==> src/rtl/core/ptmc_pkg.sv <==
package ptmc_pkg;

	// Default width of the millisecond timers
	localparam int TIMER_WIDTH_DEF = 16;

	// Field widths
	localparam int SPEED_CFG_W = 10;
	localparam int SPEED_W     = 11;
	localparam int POS_W       = 16;
	localparam int MS_W        = 16;
	localparam int CMD_W       = 3;
	localparam int IDX_W       = 3;
	localparam int DATA_W      = 16;

	// Vision commands; codes 4..7 behave as hold
	localparam logic [CMD_W-1:0] CMD_POS  = 3'd0;
	localparam logic [CMD_W-1:0] CMD_HOLD = 3'd1;
	localparam logic [CMD_W-1:0] CMD_NEG  = 3'd2;
	localparam logic [CMD_W-1:0] CMD_LOST = 3'd3;

	// Item kinds
	localparam logic ACT_COMMAND = 1'b0;
	localparam logic ACT_TICK    = 1'b1;

	// Register indexes
	localparam logic [IDX_W-1:0] REG_TRACK_SPEED = 3'd0;
	localparam logic [IDX_W-1:0] REG_SWEEP_SPEED = 3'd1;
	localparam logic [IDX_W-1:0] REG_LOW_LIMIT   = 3'd2;
	localparam logic [IDX_W-1:0] REG_HIGH_LIMIT  = 3'd3;
	localparam logic [IDX_W-1:0] REG_TIMEOUT     = 3'd4;
	localparam logic [IDX_W-1:0] REG_DELAY       = 3'd5;

	// Register reset values
	localparam logic [SPEED_CFG_W-1:0] TRACK_SPEED_RST = 10'd50;
	localparam logic [SPEED_CFG_W-1:0] SWEEP_SPEED_RST = 10'd30;
	localparam logic signed [POS_W-1:0] LOW_LIMIT_RST  = -16'sd512;
	localparam logic signed [POS_W-1:0] HIGH_LIMIT_RST = 16'sd512;
	localparam logic [MS_W-1:0] TIMEOUT_RST = 16'd500;
	localparam logic [MS_W-1:0] DELAY_RST   = 16'd3000;

	typedef struct packed {
		logic [SPEED_CFG_W-1:0]   track_speed;
		logic [SPEED_CFG_W-1:0]   sweep_speed;
		logic signed [POS_W-1:0]  low_limit;
		logic signed [POS_W-1:0]  high_limit;
		logic [MS_W-1:0]          command_timeout_ms;
		logic [MS_W-1:0]          search_delay_ms;
	} cfg_t;

endpackage

==> src/rtl/core/ptmc_cfg_regs.sv <==
module ptmc_cfg_regs
	import ptmc_pkg::*;
(
	input  logic              clk,
	input  logic              arst_n,
	input  logic              wr_en,
	input  logic [IDX_W-1:0]  wr_index,
	input  logic [DATA_W-1:0] wr_data,
	output cfg_t              cfg
);

	cfg_t cfg_q;

	// Write one register per transaction; unknown indexes are dropped
	always_ff @(posedge clk or negedge arst_n) begin
		if (!arst_n) begin
			cfg_q.track_speed        <= TRACK_SPEED_RST;
			cfg_q.sweep_speed        <= SWEEP_SPEED_RST;
			cfg_q.low_limit          <= LOW_LIMIT_RST;
			cfg_q.high_limit         <= HIGH_LIMIT_RST;
			cfg_q.command_timeout_ms <= TIMEOUT_RST;
			cfg_q.search_delay_ms    <= DELAY_RST;
		end else if (wr_en) begin
			case (wr_index)
				REG_TRACK_SPEED: cfg_q.track_speed        <= wr_data[SPEED_CFG_W-1:0];
				REG_SWEEP_SPEED: cfg_q.sweep_speed        <= wr_data[SPEED_CFG_W-1:0];
				REG_LOW_LIMIT:   cfg_q.low_limit          <= signed'(wr_data[POS_W-1:0]);
				REG_HIGH_LIMIT:  cfg_q.high_limit         <= signed'(wr_data[POS_W-1:0]);
				REG_TIMEOUT:     cfg_q.command_timeout_ms <= wr_data[MS_W-1:0];
				REG_DELAY:       cfg_q.search_delay_ms    <= wr_data[MS_W-1:0];
				default: ;
			endcase
		end
	end

	assign cfg = cfg_q;

endmodule

==> src/rtl/core/ptmc_core.sv <==
module ptmc_core
	import ptmc_pkg::*;
#(
	parameter int TIMER_WIDTH = TIMER_WIDTH_DEF
) (
	input  logic                     clk,
	input  logic                     arst_n,
	input  cfg_t                     cfg,
	input  logic                     fire,
	input  logic                     action,
	input  logic [CMD_W-1:0]         command,
	input  logic signed [POS_W-1:0]  position,
	output logic signed [SPEED_W-1:0] speed,
	output logic [CMD_W-1:0]         mode,
	output logic                     sweeping
);

	localparam int CMP_W = (TIMER_WIDTH > MS_W) ? TIMER_WIDTH : MS_W;

	logic [CMD_W-1:0]       active_q;
	logic                   ever_q;
	logic [TIMER_WIDTH-1:0] since_q;
	logic                   armed_q;
	logic [TIMER_WIDTH-1:0] elapsed_q;
	logic                   sweep_neg_q;

	logic [CMD_W-1:0]       active_n;
	logic                   ever_n;
	logic [TIMER_WIDTH-1:0] since_n;
	logic                   armed_n;
	logic [TIMER_WIDTH-1:0] elapsed_n;
	logic                   sweep_neg_n;
	logic [TIMER_WIDTH-1:0] since_inc;
	logic [TIMER_WIDTH-1:0] elapsed_inc;
	logic                   timed_out;
	logic                   delay_passed;
	logic signed [SPEED_W-1:0] track_mag;
	logic signed [SPEED_W-1:0] sweep_mag;

	// Saturating timer increments
	assign since_inc   = (&since_q) ? since_q : since_q + 1'b1;
	assign elapsed_inc = armed_q ? ((&elapsed_q) ? elapsed_q : elapsed_q + 1'b1) : elapsed_q;

	assign timed_out    = ever_q && (CMP_W'(since_inc) > CMP_W'(cfg.command_timeout_ms));
	assign delay_passed = CMP_W'(elapsed_inc) > CMP_W'(cfg.search_delay_ms);

	assign track_mag = signed'({1'b0, cfg.track_speed});
	assign sweep_mag = signed'({1'b0, cfg.sweep_speed});

	// Next state and tick result
	always_comb begin
		active_n    = active_q;
		ever_n      = ever_q;
		since_n     = since_q;
		armed_n     = armed_q;
		elapsed_n   = elapsed_q;
		sweep_neg_n = sweep_neg_q;
		speed       = '0;
		sweeping    = 1'b0;
		if (action == ACT_COMMAND) begin
			ever_n   = 1'b1;
			since_n  = '0;
			active_n = command;
			if (command != CMD_LOST) begin
				armed_n   = 1'b0;
				elapsed_n = '0;
			end
		end else begin
			since_n   = since_inc;
			elapsed_n = elapsed_inc;
			if (timed_out)
				active_n = CMD_HOLD;
			case (active_n)
				CMD_POS: begin
					if (position < cfg.high_limit)
						speed = track_mag;
				end
				CMD_NEG: begin
					if (position > cfg.low_limit)
						speed = -track_mag;
				end
				CMD_LOST: begin
					if (!armed_q) begin
						armed_n   = 1'b1;
						elapsed_n = '0;
					end else if (delay_passed) begin
						if (position >= cfg.high_limit)
							sweep_neg_n = 1'b1;
						if (position <= cfg.low_limit)
							sweep_neg_n = 1'b0;
						speed    = sweep_neg_n ? -sweep_mag : sweep_mag;
						sweeping = 1'b1;
					end
				end
				default: ;
			endcase
		end
	end

	assign mode = active_n;

	// Commit state for each item processed
	always_ff @(posedge clk or negedge arst_n) begin
		if (!arst_n) begin
			active_q    <= CMD_HOLD;
			ever_q      <= 1'b0;
			since_q     <= '0;
			armed_q     <= 1'b0;
			elapsed_q   <= '0;
			sweep_neg_q <= 1'b0;
		end else if (fire) begin
			active_q    <= active_n;
			ever_q      <= ever_n;
			since_q     <= since_n;
			armed_q     <= armed_n;
			elapsed_q   <= elapsed_n;
			sweep_neg_q <= sweep_neg_n;
		end
	end

endmodule

==> src/rtl/core/pan_tracking_mode_controller.sv <==
// Pan tracking mode controller.
// Input channel (in_valid/in_ready): one item per transaction, either a vision
// command (action 0) or a one millisecond tick carrying the motor position
// (action 1). Output channel (out_valid/out_ready): one result per tick with
// the signed speed, the mode in effect and the sweep flag; commands give none.
// Configuration channel (cfg_valid/cfg_ready): always ready, one register per
// transaction; the user must write it only while the block is idle, which
// the block does not enforce. An accepted item enters the input register,
// and a tick's result then goes into the output register and raises out_valid.
// Throughput is one item per cycle while the receiver keeps up, set by the
// single input register feeding the state update and the output register.
// When the receiver stalls, the result holds in the output register; a command
// item still moves through, a tick waits in the input register, and in_ready
// drops only once both registers are full.
// Reset clears the mode to hold, all timers, the lost flags and the sweep
// direction, loads the register defaults and empties both stages.
module pan_tracking_mode_controller
	import ptmc_pkg::*;
#(
	parameter int TIMER_WIDTH = TIMER_WIDTH_DEF
) (
	input  logic                      clk,
	input  logic                      arst_n,
	input  logic                      in_valid,
	output logic                      in_ready,
	input  logic                      action,
	input  logic [CMD_W-1:0]          command,
	input  logic signed [POS_W-1:0]   position,
	output logic                      out_valid,
	input  logic                      out_ready,
	output logic signed [SPEED_W-1:0] speed,
	output logic [CMD_W-1:0]          mode,
	output logic                      sweeping,
	input  logic                      cfg_valid,
	output logic                      cfg_ready,
	input  logic [IDX_W-1:0]          cfg_index,
	input  logic [DATA_W-1:0]         cfg_data
);

	cfg_t cfg;

	logic                      valid_s1;
	logic                      action_s1;
	logic [CMD_W-1:0]          command_s1;
	logic signed [POS_W-1:0]   position_s1;
	logic                      advance_s1;
	logic                      out_free;

	logic signed [SPEED_W-1:0] core_speed;
	logic [CMD_W-1:0]          core_mode;
	logic                      core_sweeping;

	logic                      out_valid_q;
	logic signed [SPEED_W-1:0] speed_q;
	logic [CMD_W-1:0]          mode_q;
	logic                      sweeping_q;

	assign cfg_ready = 1'b1;

	ptmc_cfg_regs u_cfg (
		.clk      (clk),
		.arst_n   (arst_n),
		.wr_en    (cfg_valid),
		.wr_index (cfg_index),
		.wr_data  (cfg_data),
		.cfg      (cfg)
	);

	// Stage 1 moves on unless it holds a tick and the output is full and not being read
	assign out_free   = !out_valid_q || out_ready;
	assign advance_s1 = valid_s1 && ((action_s1 == ACT_COMMAND) || out_free);
	assign in_ready   = !valid_s1 || advance_s1;

	always_ff @(posedge clk or negedge arst_n) begin
		if (!arst_n)
			valid_s1 <= 1'b0;
		else if (in_ready)
			valid_s1 <= in_valid;
	end

	// Capture the payload on each input transaction
	always_ff @(posedge clk) begin
		if (in_valid && in_ready) begin
			action_s1   <= action;
			command_s1  <= command;
			position_s1 <= position;
		end
	end

	ptmc_core #(
		.TIMER_WIDTH (TIMER_WIDTH)
	) u_core (
		.clk      (clk),
		.arst_n   (arst_n),
		.cfg      (cfg),
		.fire     (advance_s1),
		.action   (action_s1),
		.command  (command_s1),
		.position (position_s1),
		.speed    (core_speed),
		.mode     (core_mode),
		.sweeping (core_sweeping)
	);

	// Output register: load on a processed tick, drop on an output transaction
	always_ff @(posedge clk or negedge arst_n) begin
		if (!arst_n)
			out_valid_q <= 1'b0;
		else if (advance_s1 && (action_s1 == ACT_TICK))
			out_valid_q <= 1'b1;
		else if (out_ready)
			out_valid_q <= 1'b0;
	end

	always_ff @(posedge clk) begin
		if (advance_s1 && (action_s1 == ACT_TICK)) begin
			speed_q    <= core_speed;
			mode_q     <= core_mode;
			sweeping_q <= core_sweeping;
		end
	end

	assign out_valid = out_valid_q;
	assign speed     = speed_q;
	assign mode      = mode_q;
	assign sweeping  = sweeping_q;

endmodule

==> config.mk <==
export PLATFORM = sky130hd
export DESIGN_NAME = pan_tracking_mode_controller
export DESIGN_NICKNAME = d
export VERILOG_FILES = /design/src/rtl/core/ptmc_pkg.sv /design/src/rtl/core/ptmc_cfg_regs.sv /design/src/rtl/core/ptmc_core.sv /design/src/rtl/core/pan_tracking_mode_controller.sv
export SDC_FILE = /design/constraint.sdc
export NUM_CORES = 1
export LEC_CHECK = 0
export ABC_CLOCK_PERIOD_IN_PS = 5050
export BUFFER_PORTS_ARGS = -buffer_cell sky130_fd_sc_hd__buf_2
export CAP_MARGIN = 10
export CELL_PAD_IN_SITES_DETAIL_PLACEMENT = 1
export CELL_PAD_IN_SITES_GLOBAL_PLACEMENT = 1
export CORE_ASPECT_RATIO = 0.6
export CORE_UTILIZATION = 49
export DETAILED_ROUTE_END_ITERATION = 7
export PLACE_DENSITY = 0.91
export SYNTH_ARGS = -nofsm -noshare
export SYNTH_HDL_FRONTEND = slang
export SYNTH_HIERARCHICAL = 1
export SYNTH_SLANG_ARGS = --single-unit
==> constraint.sdc <==
create_clock -name clk -period 5.05 [get_ports clk]
set_clock_uncertainty 0.1 [all_clocks]
set_input_delay 0.2525 -clock clk [delete_from_list [all_inputs] [get_ports clk]]
set_output_delay 0.2525 -clock clk [all_outputs]
set_load 0.01 [all_outputs]
== After elaboration in Yosys (flattened, before gate mapping) ==
Index checks and enable logic that the tools add are counted.

* Flip-flop bits (word level): 159
* Output and inout bits: 18
* Bits of input ports: 44

* Reductions and logical operators: 26
* Order comparisons: 6
* Bitwise gates (word level): 1
* Add/sub/neg operators: 4
* Mux-type cells: 29
* Equal/unequal tests: 9

{| class="wikitable"
|+ Operators by type and width
! cell !! count
|-
| $mux W16 || 8
|-
| $gt A16 B16 Y1 || 3
|-
| $mux W11 || 4
|-
| $pmux W11 S3 || 1
|-
| $add A16 B1 Y16 const B || 2
|-
| $reduce_and A16 Y1 || 2
|-
| $neg A10 Y11 || 2
|-
| $ge A16 B16 Y1 || 1
|-
| $le A16 B16 Y1 || 1
|-
| $lt A16 B16 Y1 || 1
|-
| $reduce_and A2 Y1 || 8
|-
| $eq A3 B2 Y1 const B || 4
|-
| $mux W1 || 12
|-
| $mux W10 || 1
|-
| $mux W3 || 3
|-
| $eq A3 B3 Y1 const B || 2
|-
| $logic_not A3 Y1 || 2
|-
| $reduce_and A3 Y1 || 2
|-
| $reduce_and A5 Y1 || 1
|-
| $logic_and A1 B1 Y1 || 4
|-
| $reduce_bool A2 Y1 || 2
|-
| $eq A3 B1 Y1 const B || 1
|-
| $logic_or A1 B1 Y1 || 3
|-
| $ne A3 B2 Y1 const B || 1
|-
| other kinds (3) || 4
|}

== Logic depth before layout (Yosys ltp) ==
Gate-level depths: netlist (run 1).

* Depth in word-level cells: 13
* Mapped depth: 19

== Hierarchy ==
The synthesis (run 1) kept the hierarchy.

{| class="wikitable"
|+ Modules (own cells, without submodules)
! module !! sequential area each (µm²) !! instances !! area an instance (µm²) !! cells an instance
|-
| ptmc_core || 952.2 || 1 || 4653.2 || 592
|-
| ptmc_cfg_regs || 2137.0 || 1 || 3286.9 || 182
|-
| pan_tracking_mode_controller || 1101.1 || 1 || 1168.6 || 47
|}

== Worst setup path after synthesis (run 1) ==
No wires, ideal clock.

* Path kind: register to register
* Start point: reg u_core.since_q[6]
* End point: reg speed_q[8], in the netlist speed[8], data pin
* Stages on the path, launching flop included: 18
* Arrival time: 4.009 ns
* Setup slack: 0.789 ns
* Buffers on the path: 2
* Data required time: 4.798 ns
* Clock period less this slack: 4.261 ns
* Cell sequence: dfrtp_1 > and3_1 > nand4_1 > or3_1 > nor2_1 > buf_2 > nor2_1 > nand4_1 > xnor2_1 > ha_1 > a21o_1 > a2111o_1 > o32ai_2 > or4b_1 > buf_2 > o21ai_0 > a22oi_1 > a31oi_1

* Word-level cells in the longest chain between the ends: 8

{| class="wikitable"
|+ Ends and longest elaborated chain
! element !! RTL line !! RTL
|-
| start, declared || ptmc_core.sv:22 || <nowiki>logic [TIMER_WIDTH-1:0] since_q;</nowiki>
|-
| start signal, assigned || ptmc_core.sv:114 || <nowiki>since_q <= since_n;</nowiki>
|-
| $add A16 B1 Y16 / $reduce_and A16 Y1 (equally long branches) || ptmc_core.sv:41 || <nowiki>assign since_inc = (&since_q) ? since_q : since_q + 1'b1;</nowiki>
|-
| $mux W16 * || ptmc_core.sv:41 ||
|-
| $gt A16 B16 Y1 * || ptmc_core.sv:44 || <nowiki>assign timed_out = ever_q && (CMP_W'(since_inc) > CMP_W'(cfg.command_timeout_ms));</nowiki>
|-
| $logic_and A1 B1 Y1 * || ptmc_core.sv:44 ||
|-
| $mux W3 * || ptmc_core.sv:71 || <nowiki>if (timed_out)</nowiki>
|-
| $mux W3 * || ptmc_core.sv:60 || <nowiki>if (action == ACT_COMMAND) begin</nowiki>
|-
| $eq A3 B2 Y1 / $logic_not A3 Y1 (equally long branches) || ptmc_core.sv:73 || <nowiki>case (active_n)</nowiki>
|-
| $pmux W11 S3 * || ptmc_core.sv:73 ||
|-
| end signal, assigned || pan_tracking_mode_controller.sv:117 || <nowiki>speed_q <= core_speed;</nowiki>
|-
| end, declared || pan_tracking_mode_controller.sv:54 || <nowiki>logic signed [SPEED_W-1:0] speed_q;</nowiki>
|}

Every way passes the cells marked *; elsewhere a longest branch is shown, timed or not. The select of a mux whose other input is x is not followed.
A chain may end at the register's enable or synchronous reset.

== Final worst setup path (run 1) ==
* Start point: reg u_core.since_q[4]
* End point: reg speed_q[8], in the netlist speed[8], data pin

The elaborated chain is that of the path after synthesis.

==> run metrics, run 1 <==
status complete, no violations; Die X 178 um; cell taking the most area after synthesis dfrtp_1; switching pwr 1.30 mW; total track usage between 30% and 40%; clock buffer count from CTS 17; first-pass GRT wire length between 40 and 50 mm; root buffer cell clkbuf_16; initial antenna violation count 1; layout cells sized above 1 27.3%; clock-pin slew on the worst setup and hold paths approximately 0.070 ns; CTS tree done; Top FF cell, synth dfrtp_1; library cells used by synthesis a little under 80; Arr. time, crit path 5.05 ns; syn nets between 900 and 1,000; Initial DRC Count ~630; Fill cells 1,899; CP cell instances and3_1 > nand4_1 > buf_4 > nor3_2 > xnor2_1 > o21ai_0 > ha_1 > a21oi_1 > o21ai_0 > a2111o_1 > o32ai_2 > or4b_4 > o21ai_0 > a22oi_1 > a31oi_1; Area Growth Syn to Fin 15.7%; Slew Limit Fails 0; pwr dens 384 nW/um^2; Max-Cap Viols 0; Hold Path Class input pin to flop; Worst Setup SP u_core/since_q[4]; Std-Cell Rows 38; crit path capture type flop; Hold Crit Start cfg_data[14]; post-synthesis instance area 9110 sq um; CP Data Required Time 5.24 ns; Top Ports 62; DR DRC count 0; mean post-synth cell area roughly 11 sq um; Power Total between 4 and 5 mW; # clock sinks ~160; Seq pwr share 42.3%; core box area 18,100 sq um; leakage power approximately 4.7 nW; crit-path max cell delay a little under 0.6 ns; FMAX 206 MHz; Die ar. 19,200 sq um; Yosys reg bits 159; crit path kind flop to flop; Tmin final roughly 4.9 ns; post-DP HPWL 18.9 mm; Seq/Total Area, Yosys between 40% and 50%; Clock Latency Late Sink 0.45 ns; sw frac roughly a third; CTS H-tree depth 4; Post-synth EDFFs 35; asr flop ratio synth 78.0%; cell family with most CP delay compound AO/OA/AOI/OAI gates; Vias/cell 6.07; Peak VDD IR ~320 uV; Cells after Synth 821; clock network power share approximately 34%; Final Hold Viols 0; internal power 2.74 mW; top cells by area, synth dfrtp_1 26%, edfxtp_1 12%, mux2_2 9.5%; Relative slew margins between 20% and 30%; worst path bufs/invs 1; total gr overflow 0; most frequent CP cell o21ai_0; Initial Util 50.3%; Die Height 108 um; RSZ-0062 raised after global routing false; Initial DRT Pass Iterations 4; final core occ 58.2%; largest net degree at the start of global routing 72; nets 1,023; PortBufs 60; highest-delay cell along the critical path or4b_4; final setup fails 0; Longest Clk Path Bufs 2; worst slew pin tran 1.09 ns; number of global-route vias before repair 7,494; WL/cell 23.8 um; routed wire length 27.7 mm; slack of the worst reg-to-reg path 0.19 ns; # diodes 0; routability cong. 0.848; via count approximately 7,000; CP max FO 7; Worst setup SP type flop; reg-to-reg startpoint u_core/since_q[4]; share of the synthesized area in the top cell type 26.1%; warnings from Yosys 6; remaining antenna violation count after routing 0; combinational power share 23.4%; fin crit share 96.3%
-- per-layer routing --
metal | vias up | GRT usage [%] | wire, um
met5 | - | 0 | 0
met4 | 0 | 9.52 | 391
met3 | 34 | 7.38 | 1770
met2 | 224 | 49.4 | 13000
met1 | 3642 | 41.5 | 12500
li1 | 3169 | - | -
-- cells by family after synthesis --
family / count (synthesis) / share of synthesized area, %
AND/OR/NAND/NOR: 204 / 13.2
other: 1 / 0.0412
AO/OA/AOI/OAI: 161 / 11.8
adder cells (fa/ha/maj): 68 / 9.34
multiplexers: 93 / 11.9
flip-flops: 159 / 46.0
buffers and inverters: 110 / 5.40
XOR/XNOR: 25 / 2.40
-- Yosys cell counts, types with 10 or more instances --
cell / count
clkbuf_1: 12
nand2_1: 35
a22o_1: 10
inv_1: 83
a21oi_1: 35
mux2_2: 77
nand4_1: 14
xnor2_1: 19
nand3_1: 29
o21ai_0: 36
dfrtp_1: 95
nor3_1: 13
edfxtp_1: 35
or3_1: 12
nor2b_1: 15
mux2_4: 11
nor2_1: 26
ha_1: 68
dfstp_2: 29
-- path summary, 6_finish.rpt --
| check | to | depth (start not counted) |
|---|---|---|
| hold / removal | u_cfg/cfg[14] | 2 |
| hold reg to reg | u_core/ever_q | 1 |
| setup / recovery | speed[8] | 15 |
| max in group asynchronous | valid_s1 | 3 |
| setup reg to reg | speed[8] | 15 |
| min in group asynchronous | u_cfg/cfg[74] | 2 |
-- cells in the final DEF, fill, tap and decap left out, drive strengths merged, types with 4 or more instances in the layout --
cell type	netlist	routed
nor3	13	13
o22ai	6	6
xnor2	19	19
a21oi	36	36
o31ai	5	5
mux2i	5	5
nor3b	6	6
or4b	4	4
mux2	88	88
nand2b	4	4
and3	10	10
a21o	9	9
dfstp	29	29
a31oi	7	7
nand3	30	30
and4	7	7
buf	15	75
ha	68	68
o21a	7	7
nand4	15	15
a21boi	4	4
o211ai	10	10
edfxtp	35	35
and2	4	4
dfrtp	95	95
dlygate4sd3	0	23
nand2	35	35
nor2	26	26
a31o	5	5
or3	12	12
inv	83	90
nor2b	15	15
nor4	6	6
a22o	10	10
clkbuf	12	19
o21ai	39	39
xor2	6	6
-- stage by stage --
step,area [sq um],instances,TNS (ns),setup WS (ns),hold WS [ns]
floorplan,9110,821,0,0.789,-0.143
global placement,9640,1107,0,0.186,0.0565
detailed placement,9640,1107,-0.0243,-0.0243,0.0570
CTS,10500,1162,0,0.0618,0.00429
global route,10500,1164,0,0.0220,0.0153
finish,10500,1164,0,0.186,0.0226
-- worst register-to-register path, delay by kind of cell, from the launching register on --
family / cells / cell delay (ns)
AND/OR/NAND/NOR: 4 / 1.49
buffers and inverters: 1 / 0.24
flip-flops: 1 / 0.42
XOR/XNOR: 1 / 0.19
AO/OA/AOI/OAI: 8 / 1.90
adder cells (fa/ha/maj): 1 / 0.37
-- what timing repair did --
item,in CTS,in global routing
gates cloned,0,0
setup buffers,0,2
resized for setup,2,7
hold endpoints to repair,44,0
pin swaps,0,1
hold buffers,23,0
endpoints found under the setup margin,7,27
-- power by group through the flow --
stage / registers, mW / logic (mW) / clock network, mW
after floorplan: 1.66 / 0.627 / 0
after global placement: 1.70 / 0.816 / 0
after detailed placement: 1.73 / 0.878 / 0
after CTS: 1.71 / 0.921 / 1.40
after global routing: 1.74 / 1.02 / 1.45
final: 1.71 / 0.948 / 1.39
-- layout make-up --
cell class                      instances  area (sq um)  share of cell area, %
Clock buffer                           19           454                   4.31
Clock inverter                         13           169                   1.60
Inverter                               83           312                   2.96
Multi-Input combinational cell        552          4470                   42.4
Sequential cell                       159          4190                   39.8
Tap cell                              240           300                   2.85
Timing Repair Buffer                   98           646                   6.13
-- flip-flops by register name (all words and copies together), names as in the netlist, 3 cells and up --
register,count
u_cfg/cfg,84
position_s1,16
u_core/elapsed_q,16
u_core/since_q,16
speed,11
command_s1,3
mode,3
u_core/active_q,3
Note: power is estimated with default switching activity, not from simulation.
==> inputs of run 2 (changes only) <==
ABC_AREA = 1   (was default)
CORE_MARGIN = 3   (was default)
CORE_UTILIZATION = 46   (was 49)
PLACE_DENSITY = 0.92   (was 0.91)
==> run metrics, run 2 <==
status complete, no violations; top cells by area, synth dfrtp_1 26%, nand2_1 15%, edfxtp_1 11%; Post-CTS Setup Bufs 0; CP max FO 12; CTS H-tree depth 4; Relative slew margins 37.5%; Peak VDD IR ~320 uV; routability cong. 0.891; worst slew pin tran 0.937 ns; setup_tns 0 ns; Longest Clk Path Bufs 2; Area Growth Syn to Fin 15.2%; cell family with most CP delay simple AND/OR/NAND/NOR gates; Worst setup SP type flop; root buffer cell clkbuf_16; worst path bufs/invs 1; synth cell count leaders 363 x nand2_1, 178 x inv_1, 111 x nand3_1, 95 x dfrtp_1, 82 x nor2_1; clock-pin slew on the worst setup and hold paths 0.07 ns; Hold Path Class input pin to flop; Initial Util 47.9%; slack of the critical path 0.570 ns; # clock sinks around 160; Top Ports 62; Placed Area 9830 sq um; Register Area about 4200 sq um; Largest register FFs 84; WL/cell 19.2 um; nets 1,385; crit path capture type flop; Post-synth EDFFs 35; CTS tree done; largest net degree at the start of global routing 72; Final Hold Viols 0; CP cell instances ha_1 > nand2_1 > nor2_1 > nand3_1 > nor2_1 > nand2_1 > nor2_2 > nand3_2 > nand2_4 > nand2_1 > o21ai_0 > inv_1 > ha_1 > a21oi_1 > o21ai_0 > nand2_1 > nand3_1 > a21o_1 > nand2_1 > nor2_1 > nand3_1 > a21oi_1; total gr overflow 0; Initial DRC Count 534; Std-Cell Rows 39; Slew Limit Fails 0; CP Data Required Time 5.23 ns; FMAX 223 MHz; PortBufs 60; mean post-synth cell area 7.85 sq um; core box area between 15,000 and 20,000 sq um; most instantiated library cell after synthesis nand2_1; via count 8,437; met3 GRT Util 6.03%; Clock Latency Late Sink around 0.45 ns; layout cells sized above 1 11.5%; Power Total 4.00 mW; crit path kind flop to flop; first-pass GRT wire length 48.2 mm; cell taking the most area after synthesis dfrtp_1; Seq/Total Area, Yosys 45.0%; most frequent cells in the layout 363 x nand2_1, 178 x inv_1, 111 x nand3_1; routed wire length slightly below 30 mm; Tmin final 4.48 ns; crit-path max cell delay about 0.65 ns; area of the multi-input gates 4280 sq um; DR DRC count 0; fin crit share 88.7%; leakage power 5.44 nW; Top FF cell, synth dfrtp_1; Die ar. 22,000 sq um; highest-delay cell along the critical path nor2_1; asr flop ratio synth 78.0%; Max-Cap Viols 0; pwr dens 373 nW/um^2; post-synthesis instance area 9310 sq um; warnings from Yosys 6; Die Height 116 um; share of the synthesized area in the top cell type approximately a quarter; Fill cells approximately 2,400; most frequent CP cell nand2_1; clock buffer count from CTS 17; commonest non-fill, non-tap cell in the layout nand2_1; number of global-route vias before repair a little over 9,000; Die X 190 um; syn nets 1,298; Yosys reg bits 159; M1 GR Usage 38.1%; GRT Max-Usage Layer met2; Arr. time, crit path 4.66 ns; met2 GRT Util 46.8%; Cells after Synth 1,186; post-DP HPWL 20.8 mm; RSZ-0062 raised after global routing false; Initial DRT Pass Iterations 7; total track usage 28.6%; remaining antenna violation count after routing 0; Vias/cell ~5.4; initial antenna violation count 0; library cells used by synthesis between 40 and 50; worst slack at placement 0.710 ns; design area 10,700 sq um; final setup fails 0; # diodes 0
[run 2: power breakdown]
| part | internal [mW] | switching, mW |
|---|---|---|
| Clock | 0.707 | 0.640 |
| Combinational | 0.334 | 0.662 |
| Sequential | 1.52 | 0.145 |
[run 2: repair_timing]
action	CTS	global route
hold endpoints to repair	70	0
endpoints found under the setup margin	0	0
hold buffers	30	0
gates resized for setup	0	0
[run 2: worst reg2reg max path: stages, from the launching register on]
cell and delay [ns]:
dfrtp_1 0.44, ha_1 0.21, nand2_1 0.10, nor2_1 0.12
nand3_1 0.15, nor2_1 0.17, nand2_1 0.12, nor2_2 0.16
nand3_2 0.15, nand2_4 0.16, nand2_1 0.08, o21ai_0 0.12
inv_1 0.08, ha_1 0.33, a21oi_1 0.11, o21ai_0 0.25
nand2_1 0.08, nand3_1 0.07, a21o_1 0.11, nand2_1 0.15
nor2_1 0.65, nand3_1 0.20, a21oi_1 0.22
[run 2: cells by family (layout without fill, tap and decap cells)]
kind of cell / after synthesis / count (layout) / synth area share [%]
muxes: 1 / 1 / 0.121
other: 1 / 1 / 0.0403
xor gates and xnor gates: 29 / 29 / 2.73
buffers and inverters: 212 / 312 / 9.01
AOI/OAI and AO/OA: 110 / 110 / 6.44
adders and majority gates: 68 / 68 / 9.14
DFF: 159 / 159 / 45.0
and+or+nand+nor: 606 / 606 / 27.5
[run 2: per-stage QoR]
stage | utilization, % | cells | hold slack, ns
3_3_place_gp | 50.6 | 1490 | -0.0203
2_1_floorplan | - | 1186 | -0.143
5_1_grt | 55.2 | 1552 | 0.00887
4_1_cts | 55.2 | 1552 | 0.000576
3_5_place_dp | 50.6 | 1490 | -0.0210
6_report | 55.2 | 1552 | 0.0191
[run 2: per-layer routing]
layer / vias to the layer above / wire length (um)
met5: - / 0
met4: 0 / 724
met3: 64 / 1480
met2: 223 / 13700
met1: 4182 / 13800
li1: 3968 / -
[run 2: worst paths after layout]
check                                     from  slack, ns  cells past startpoint             endpoint
min                                cfg_data[1]       0.02                      3        u_cfg/cfg[75]
min in group asynchronous               arst_n       0.05                      2  u_core/elapsed_q[9]
min reg2reg                      u_cfg/cfg[61]       0.37                      2        u_cfg/cfg[61]
max                        u_core/elapsed_q[0]       0.57                     22             speed[4]
max in group asynchronous               arst_n       3.67                      3        u_cfg/cfg[76]
max reg2reg                u_core/elapsed_q[0]       0.57                     22             speed[4]
[run 2: area by class of cell]
class	count	area share, %
multi-input combinational	815	39.9
clock inverter	15	1.52
sequential	159	39.1
tap	266	3.10
clock buffer	17	3.97
inverter	185	6.48
timing repair buffer	95	5.97
